### src/periodic_task_release_timer_assert.svh
// Assertion macros for the periodic task release timer.
// Expects clk and arst_n in the scope where a macro is used.
`ifndef PERIODIC_TASK_RELEASE_TIMER_ASSERT_SVH
`define PERIODIC_TASK_RELEASE_TIMER_ASSERT_SVH

// Same-cycle implication, disabled during reset
`define PTRT_ASSERT_IMP(lbl, ante, cons, msg) \
	lbl: assert property (@(posedge clk) disable iff (!arst_n) (ante) |-> (cons)) \
		else $error(msg);

// Next-cycle implication, disabled during reset
`define PTRT_ASSERT_NXT(lbl, ante, cons, msg) \
	lbl: assert property (@(posedge clk) disable iff (!arst_n) (ante) |=> (cons)) \
		else $error(msg);

`endif

### src/ptrt_pkg.sv
// Shared types and constants for the periodic task release timer.
// No dependencies; used by ptrt_count_unit and the top level.
package ptrt_pkg;

	localparam int SLOTS      = 4;
	localparam int SLOT_W     = 2;
	localparam int ENTRY_W    = 16;
	localparam int TABLE_W    = 64;
	localparam int TICK_W     = 10;
	localparam int OPCODE_W   = 3;
	localparam int INDEX_W    = 4;
	localparam int CFG_IDX_W  = 3;
	localparam int CFG_DATA_W = 64;

	typedef enum logic [OPCODE_W-1:0] {
		OP_INIT    = 3'd0,
		OP_TICK    = 3'd1,
		OP_SUSPEND = 3'd2,
		OP_RESUME  = 3'd3,
		OP_DELETE  = 3'd4
	} opcode_t;

	typedef enum logic [CFG_IDX_W-1:0] {
		CFG_PERIOD      = 3'd0,
		CFG_FIRST_DELAY = 3'd1,
		CFG_PRESENT     = 3'd2,
		CFG_START_RUN   = 3'd3,
		CFG_TICK        = 3'd4
	} cfg_reg_t;

	// Control from the sequencer to the shared count unit
	typedef struct packed {
		logic load_init;
		logic tick;
		logic eligible;
	} cu_ctrl_t;

endpackage

### src/ptrt_count_unit.sv
// Shared countdown unit: one task's next countdown value and release bit.
// Depends on ptrt_pkg.
module ptrt_count_unit #(
	parameter int COUNT_WIDTH = 16
) (
	input  ptrt_pkg::cu_ctrl_t           ctrl,
	input  logic [COUNT_WIDTH-1:0]       count,
	input  logic [ptrt_pkg::TICK_W-1:0]  tick_ms,
	input  logic [COUNT_WIDTH-1:0]       period,
	input  logic [COUNT_WIDTH-1:0]       first_delay,
	output logic [COUNT_WIDTH-1:0]       next_count,
	output logic                         fire
);
	import ptrt_pkg::*;

	localparam int DW = ((COUNT_WIDTH > TICK_W) ? COUNT_WIDTH : TICK_W) + 1;

	logic [DW-1:0] diff;
	logic          above;

	assign diff  = DW'(count) - DW'(tick_ms);
	// count > tick_ms exactly when the difference is positive
	assign above = !diff[DW-1] && (diff != '0);
	assign fire  = ctrl.tick && ctrl.eligible && (count == '0);

	always_comb begin
		if (ctrl.load_init) begin
			next_count = first_delay;
		end else if (fire) begin
			next_count = period;
		end else if (above) begin
			next_count = diff[COUNT_WIDTH-1:0];
		end else begin
			next_count = '0;
		end
	end

endmodule

### src/periodic_task_release_timer.sv
// Periodic task release timer: one countdown per task, visited in turn by a shared unit.
// Init and tick step the shared unit through every task before raising m_tvalid;
// suspend, resume, delete and unknown opcodes take a single step. The final step
// waits for any output stall. No new item is accepted until the current one is done,
// since the single count unit steps through the tasks one at a time.
// Reset: countdowns zero, all tasks running, none present, registers at reset values.
`include "periodic_task_release_timer_assert.svh"

module periodic_task_release_timer #(
	parameter int TASK_COUNT  = 4,
	parameter int COUNT_WIDTH = 16
) (
	input  logic                             clk,
	input  logic                             arst_n,
	input  logic                             s_tvalid,
	output logic                             s_tready,
	input  logic [7:0]                       s_tdata,   // [3:0] task_index
	input  logic [2:0]                       s_tuser,   // [2:0] opcode
	output logic                             m_tvalid,
	input  logic                             m_tready,
	output logic [7:0]                       m_tdata,   // [3:0] fire_mask
	output logic [0:0]                       m_tuser,   // [0] status
	input  logic                             cfg_we,
	input  logic [ptrt_pkg::CFG_IDX_W-1:0]   cfg_index,
	input  logic [ptrt_pkg::CFG_DATA_W-1:0]  cfg_data
);
	import ptrt_pkg::*;

	localparam int IDX_W = (TASK_COUNT > 1) ? $clog2(TASK_COUNT) : 1;
	localparam logic [IDX_W-1:0]   LAST_STEP = IDX_W'(TASK_COUNT - 1);
	localparam logic [INDEX_W-1:0] TASKS_IDX = INDEX_W'(TASK_COUNT);

	typedef enum logic [1:0] {
		ST_IDLE = 2'b01,
		ST_WORK = 2'b10
	} state_t;

	state_t                  state_q;
	logic [IDX_W-1:0]        step_q;
	logic [OPCODE_W-1:0]     op_q;
	logic [INDEX_W-1:0]      idx_q;
	logic [SLOTS-1:0]        fire_q;
	logic                    m_valid_q;
	logic [SLOTS-1:0]        m_fire_q;
	logic                    m_status_q;

	logic [TABLE_W-1:0]      period_q;
	logic [TABLE_W-1:0]      first_delay_q;
	logic [SLOTS-1:0]        present_mask_q;
	logic [SLOTS-1:0]        start_run_q;
	logic [TICK_W-1:0]       tick_q;

	logic [COUNT_WIDTH-1:0]  cnt_q [TASK_COUNT];
	logic [SLOTS-1:0]        running_q;
	logic [SLOTS-1:0]        present_q;

	logic                    in_acc;
	logic                    out_free;
	logic                    multi;
	logic                    last;
	logic                    advance;
	logic                    commit;
	logic                    idx_ok;
	logic [SLOT_W-1:0]       fsel;
	logic [SLOT_W-1:0]       isel;
	logic [SLOTS-1:0]        fire_cur;
	logic                    status_cur;
	cu_ctrl_t                cu_ctrl;
	logic [COUNT_WIDTH-1:0]  cu_next;
	logic                    cu_fire;
	logic [COUNT_WIDTH-1:0]  period_e;
	logic [COUNT_WIDTH-1:0]  delay_e;

	assign s_tready = (state_q == ST_IDLE);
	assign in_acc   = s_tvalid && s_tready;
	assign out_free = !m_valid_q || m_tready;
	assign multi    = (op_q == OP_INIT) || (op_q == OP_TICK);
	assign last     = !multi || (step_q == LAST_STEP);
	// Hold the final step until the output register can take the result
	assign advance  = (state_q == ST_WORK) && (!last || out_free);
	assign commit   = advance && last;

	assign fsel     = SLOT_W'(step_q);
	assign isel     = idx_q[SLOT_W-1:0];
	assign idx_ok   = (idx_q < TASKS_IDX) && present_q[isel];
	assign period_e = period_q[ENTRY_W*int'(step_q) +: COUNT_WIDTH];
	assign delay_e  = first_delay_q[ENTRY_W*int'(step_q) +: COUNT_WIDTH];

	assign cu_ctrl.load_init = (op_q == OP_INIT);
	assign cu_ctrl.tick      = (op_q == OP_TICK);
	assign cu_ctrl.eligible  = present_q[fsel] && running_q[fsel];

	ptrt_count_unit #(
		.COUNT_WIDTH(COUNT_WIDTH)
	) u_count (
		.ctrl        (cu_ctrl),
		.count       (cnt_q[step_q]),
		.tick_ms     (tick_q),
		.period      (period_e),
		.first_delay (delay_e),
		.next_count  (cu_next),
		.fire        (cu_fire)
	);

	always_comb begin
		fire_cur = fire_q;
		fire_cur[fsel] = fire_q[fsel] | cu_fire;
	end

	always_comb begin
		case (op_q)
			OP_INIT, OP_TICK: status_cur = 1'b0;
			OP_SUSPEND, OP_RESUME, OP_DELETE: status_cur = !idx_ok;
			default: status_cur = 1'b1;
		endcase
	end

	// Configuration registers
	always_ff @(posedge clk or negedge arst_n) begin
		if (!arst_n) begin
			period_q       <= '0;
			first_delay_q  <= '0;
			present_mask_q <= '0;
			start_run_q    <= '1;
			tick_q         <= TICK_W'(1);
		end else if (cfg_we) begin
			case (cfg_index)
				CFG_PERIOD:      period_q       <= cfg_data;
				CFG_FIRST_DELAY: first_delay_q  <= cfg_data;
				CFG_PRESENT:     present_mask_q <= cfg_data[SLOTS-1:0];
				CFG_START_RUN:   start_run_q    <= cfg_data[SLOTS-1:0];
				CFG_TICK:        tick_q         <= cfg_data[TICK_W-1:0];
				default: ;
			endcase
		end
	end

	// Sequencer and output valid
	always_ff @(posedge clk or negedge arst_n) begin
		if (!arst_n) begin
			state_q   <= ST_IDLE;
			step_q    <= '0;
			m_valid_q <= 1'b0;
		end else begin
			if (in_acc) begin
				state_q <= ST_WORK;
				step_q  <= '0;
			end else if (commit) begin
				state_q <= ST_IDLE;
			end else if (advance) begin
				step_q <= step_q + IDX_W'(1);
			end
			if (commit) begin
				m_valid_q <= 1'b1;
			end else if (m_tready) begin
				m_valid_q <= 1'b0;
			end
		end
	end

	// Task state
	always_ff @(posedge clk or negedge arst_n) begin
		if (!arst_n) begin
			for (int i = 0; i < TASK_COUNT; i++) begin
				cnt_q[i] <= '0;
			end
			running_q <= '1;
			present_q <= '0;
		end else if (advance) begin
			case (op_q)
				OP_INIT: begin
					cnt_q[step_q] <= cu_next;
					if (last) begin
						running_q <= start_run_q;
						present_q <= present_mask_q;
					end
				end
				OP_TICK: cnt_q[step_q] <= cu_next;
				OP_SUSPEND: if (idx_ok) running_q[isel] <= 1'b0;
				OP_RESUME:  if (idx_ok) running_q[isel] <= 1'b1;
				OP_DELETE:  if (idx_ok) present_q[isel] <= 1'b0;
				default: ;
			endcase
		end
	end

	// Transaction payload
	always_ff @(posedge clk) begin
		if (in_acc) begin
			op_q   <= s_tuser[OPCODE_W-1:0];
			idx_q  <= s_tdata[INDEX_W-1:0];
			fire_q <= '0;
		end else if (advance) begin
			fire_q <= fire_cur;
		end
		if (commit) begin
			m_fire_q   <= fire_cur;
			m_status_q <= status_cur;
		end
	end

	assign m_tvalid = m_valid_q;
	assign m_tdata  = {(8 - SLOTS)'(0), m_fire_q};
	assign m_tuser  = m_status_q;

	`PTRT_ASSERT_IMP(a_busy_not_ready, state_q == ST_WORK, !s_tready,
		"input ready while an item is in progress")
	`PTRT_ASSERT_NXT(a_accept_starts, in_acc, state_q == ST_WORK && step_q == '0,
		"accepted transaction did not start at the first task")
	`PTRT_ASSERT_IMP(a_step_range, state_q == ST_WORK, step_q <= LAST_STEP,
		"task step beyond task count")
	`PTRT_ASSERT_NXT(a_fire_only_tick, commit && op_q != OP_TICK, m_tdata[SLOTS-1:0] == '0,
		"release mask set for a non-tick opcode")
	`PTRT_ASSERT_NXT(a_init_tick_ok, commit && multi, m_tuser == 1'b0 && m_tvalid,
		"init or tick reported rejected")

endmodule
### config.mk
export PLATFORM = sky130hd
export DESIGN_NAME = periodic_task_release_timer
export DESIGN_NICKNAME = d
export VERILOG_FILES = /design/src/ptrt_pkg.sv /design/src/ptrt_count_unit.sv /design/src/periodic_task_release_timer.sv
export VERILOG_INCLUDE_DIRS = /design/src /design/src/src
export SDC_FILE = /design/constraint.sdc
export NUM_CORES = 1
export LEC_CHECK = 0
export ABC_CLOCK_PERIOD_IN_PS = 5000
export BUFFER_PORTS_ARGS = -buffer_cell sky130_fd_sc_hd__buf_2
export CAP_MARGIN = 10
export CORE_MARGIN = 8
export CORE_UTILIZATION = 60
export CTS_BUF_LIST = sky130_fd_sc_hd__clkbuf_2 sky130_fd_sc_hd__clkbuf_4 sky130_fd_sc_hd__clkbuf_8
export DETAILED_ROUTE_END_ITERATION = 10
export HOLD_SLACK_MARGIN = 0.05
export PLACE_DENSITY = 0.81
export SLEW_MARGIN = 20
export SYNTH_ARGS = -nofsm -noshare
export SYNTH_HDL_FRONTEND = slang
export SYNTH_SLANG_ARGS = --single-unit
export TNS_END_PERCENT = 10
### constraint.sdc
create_clock -name clk -period 5 [get_ports clk]
set_clock_uncertainty 0.05 [all_clocks]
set_input_delay 1 -clock clk [delete_from_list [all_inputs] [get_ports clk]]
set_output_delay 1 -clock clk [all_outputs]
set_load 0.02 [all_outputs]
==> impl_metrics.csv <==
group,metric,value,unit
worst_hold_path,whs_endpoint,"cnt_q[28]$_DFFE_PN0P_",
critical_path,path_max_fanout,16,
grt,grt.overflow.total,0,
timing,final.min_clock_period,4070,ps
timing,finalHoldViolations,0,
synth,synth_enable_flop_cells,12,
finish,final_layout_size_suffix_gt1_share,38.5,%
detailed_routing,final_antenna_net_count,0,
timing,period_share,81.5,%
worst_hold_path,hold_path_depth,2,
synth,ys_types,63,
cts,tritoncts,"built",
grt,grt_pass1_wl,47.8,mm
timing,setup_viol,0,
synth,ys.flop_type,"dfrtp_1",
floorplanning,start_util,60.6,%
detailed_routing,first_pass_iters,5,
critical_path,crit_type,"reg2reg",
timing,final_max_slew_viol_count,0,
floorplanning,core.rowCount,51,
placement,port-buffer-count,85,
floorplanning,ios,94,
synth,synth_fa_ha_area_share,1.77,%
timing,worst_pin_slew,1020,ps
floorplanning,die-area,24300,sq um
finish,fill_cells,1302,
finish,fin_nets,1125,
synth,ys_warn_count,0,
critical_path,worst-endpoint-arrival,4460,ps
cts,clock_latency,550,ps
synth,synthXorXnorAreaFrac,0.374,%
critical_path,cp-end-kind,"flip-flop",
grt,use_met1,31.9,%
grt,first_global_vias,8997,
power,ir_drop,0.348,mV
power,powerDensity,602,nW/um^2
timing,relSlewSlack,31.8,%
detailed_routing,wl_per_cell,22.2,um
grt,track_usage,25.1,%
detailed_routing,detail_route.vias_per_cell,6.40,
cts,clk_pin_slew_worst_paths,60,ps
timing,tns,0,ps
floorplanning,die_h,156,um
cts,cts_setup_buffers,0,
grt,antenna_found_initial,0,
synth,synthMuxAreaShare,23.2,%
grt,grt_max_degree,124,
detailed_routing,drt_iter0_markers,630,
critical_path,cp_data_required_time,5390,ps
finish,area_delta_synth_final,13.6,%
critical_path,r2r-start,"fsel[0]$_DFFE_PN0P_",
finish,fin_util,68.8,%
cts,cts_sinks,239,
detailed_routing,drt_wl_total,29.4,mm
synth,syn_area,11700,sq um
worst_hold_path,hold_class,"reg2reg",
power,power,0.00802,W
synth,synthCells,931,
cts,h-tree-depth,2,
critical_path,startpoint_type,"flip-flop",
synth,yosys_register_bits,239,
floorplanning,coreArea,19300,sq um
placement,dp_hpwl,19.4,mm
flow_run,maxCapViolations,0,
synth,synth_compound_area_share,11.8,%
grt,use_met2,39.5,%
placement,gp_congestion,0.919,
finish,final_cells,1323,
grt,grtUsageMet3,6.48,%
run_status,status,"finished clean",
cts,cts_buffer_depth,3,
placement,dp_cells,1249,
timing,rsz0062_at_grt,"false",
finish,diodes,0,
detailed_routing,drcViolationCount,0,
synth,synth.avg_cell_area,12.6,sq um
cts,cts-root-buf,"clkbuf_8",
critical_path,r2r_cells,7,
synth,async_flop_share,93.3,%
synth,synth-simple-area-share,8.58,%
synth,seq_area_frac_synth,51.5,%
cts,postCtsHoldBufs,0,
critical_path,r2r_setup_slack,930,ps
synth,synth_top_family_by_area,"multiplexers",
detailed_routing,num_vias,8461,
floorplanning,die_x,156,um
cts,cts_resized,0,
worst_hold_path,min-delay-start,"cnt_q[28]$_DFFE_PN0P_",
power,p_leak,5.65,nW
timing,fmax,245,MHz
cts,cts_buffers,40,
critical_path,r2r-end,"cnt_q[62]$_DFFE_PN0P_",
grt,grt-busiest-layer,"met2",
==> synthesized netlist by cell type (all sizes together) (5+ instances only) <==
cell type | number | area (sq um)
and4 | 5 | 43.8
a22o | 5 | 43.8
nor4 | 8 | 80.1
mux4 | 51 | 1150
clkbuf | 42 | 158
inv | 19 | 71.3
a21o | 7 | 52.6
nor2 | 100 | 378
mux2 | 139 | 1570
nor2b | 5 | 31.3
edfxtp | 12 | 360
and2 | 7 | 43.8
a31oi | 20 | 125
a311oi | 6 | 58.8
a21oi | 52 | 264
nand2 | 46 | 175
nand2b | 5 | 31.3
ha | 15 | 188
dfstp | 10 | 263
dfrtp | 213 | 5330
o21ai | 25 | 125
nand3 | 7 | 35.0
a221oi | 41 | 390
buf | 16 | 101
o211ai | 7 | 52.6
==> cell usage in the layout (no fill, tap or decap), types with 7 or more instances in the layout <==
cell type / n
a21o_1: 7
a21oi_1: 51
a221oi_1: 36
a31oi_1: 20
and2_1: 7
buf_2: 84
buf_4: 23
clkbuf_4: 13
clkbuf_8: 49
clkinv_2: 7
dfrtp_1: 211
dfstp_2: 10
edfxtp_1: 12
ha_1: 15
inv_1: 19
mux2_2: 139
mux4_2: 51
nand2_1: 45
nand3_1: 7
nor2_1: 99
o211ai_1: 7
o21ai_0: 25
==> metrics by stage <==
stage / worst slack, ps / area [sq um] / hold WS [ps]
after CTS: 943 / 13300 / 444
after global placement: 1030 / 12400 / 418
final: 926 / 13300 / 444
after detailed placement: 968 / 12400 / 426
after global routing: 750 / 13300 / 459
after floorplan: 1290 / 11700 / 401
==> worst max-delay path: stages (launching register included) <==
cell	delay (ps)
dfrtp_4	580
buf_4	380
mux4_2	610
or4_1	600
nor4_4	530
and3_1	670
a221oi_2	200
a221oi_2	340
==> cells by family (layout without fill, tap and decap cells) <==
kind of cell               count (synthesis)  after routing
muxes                                    190            190
buffers and inverters                     77            201
DFF                                      239            239
AOI/OAI and AO/OA                        193            193
and+or+nand+nor                          210            210
xor gates and xnor gates                   5              5
other                                      1              4
adders and majority gates                 16             16
==> routing by layer <==
layer  routed length (um)  part of all wire (%)  vias to the layer above
li1                     -                     -                     3713
met1                11900                    40                     4248
met2                14000                    48                      406
met3                 2450                   8.3                       94
met4                 1090                   3.7                        0
met5                    0                     0                        -
==> report_power, final <==
part	total [W]	internal (W)	switching (W)	leakage, nW
Clock	0.00185	0.00105	0.000804	0.466
Combinational	0.00334	0.00149	0.00185	2.33
Sequential	0.00283	0.00250	0.000325	2.86
==> flip-flops by register name, summed over array words and instances, names as in the netlist <==
signal,flops
m_tvalid,1
tick_q,10
present_q,4
fire_q,4
start_run_q,4
first_delay_q,64
op_q,3
m_fire_q,4
idx_q,4
state_q,2
present_mask_q,4
period_q,64
cnt_q,64
fsel,2
running_q,4
m_tuser,1
==> layout make-up <==
type                            instances  area (sq um)  share of cell area (%)
Timing Repair Buffer                  108           608                    4.57
Multi-Input combinational cell        618          5390                    40.5
Clock inverter                         12          96.3                   0.724
Sequential cell                       239          6040                    45.4
Tap cell                              265           332                    2.49
Inverter                               19          71.3                   0.536
Clock buffer                           62           772                    5.80
==> worst max-delay path by stage <==
stage	from	to	slack, ps	depth (start not counted)
floorplan	fsel[0]$_DFFE_PN0P_	cnt_q[22]$_DFFE_PN0P_	1290	14
global placement	fsel[0]$_DFFE_PN0P_	cnt_q[30]$_DFFE_PN0P_	1030	7
detailed placement	fsel[0]$_DFFE_PN0P_	cnt_q[30]$_DFFE_PN0P_	970	7
CTS	fsel[0]$_DFFE_PN0P_	cnt_q[62]$_DFFE_PN0P_	940	7
global route	fsel[0]$_DFFE_PN0P_	cnt_q[30]$_DFFE_PN0P_	750	7
finish	fsel[0]$_DFFE_PN0P_	cnt_q[62]$_DFFE_PN0P_	930	7
Power figures use the tool's default switching activity.
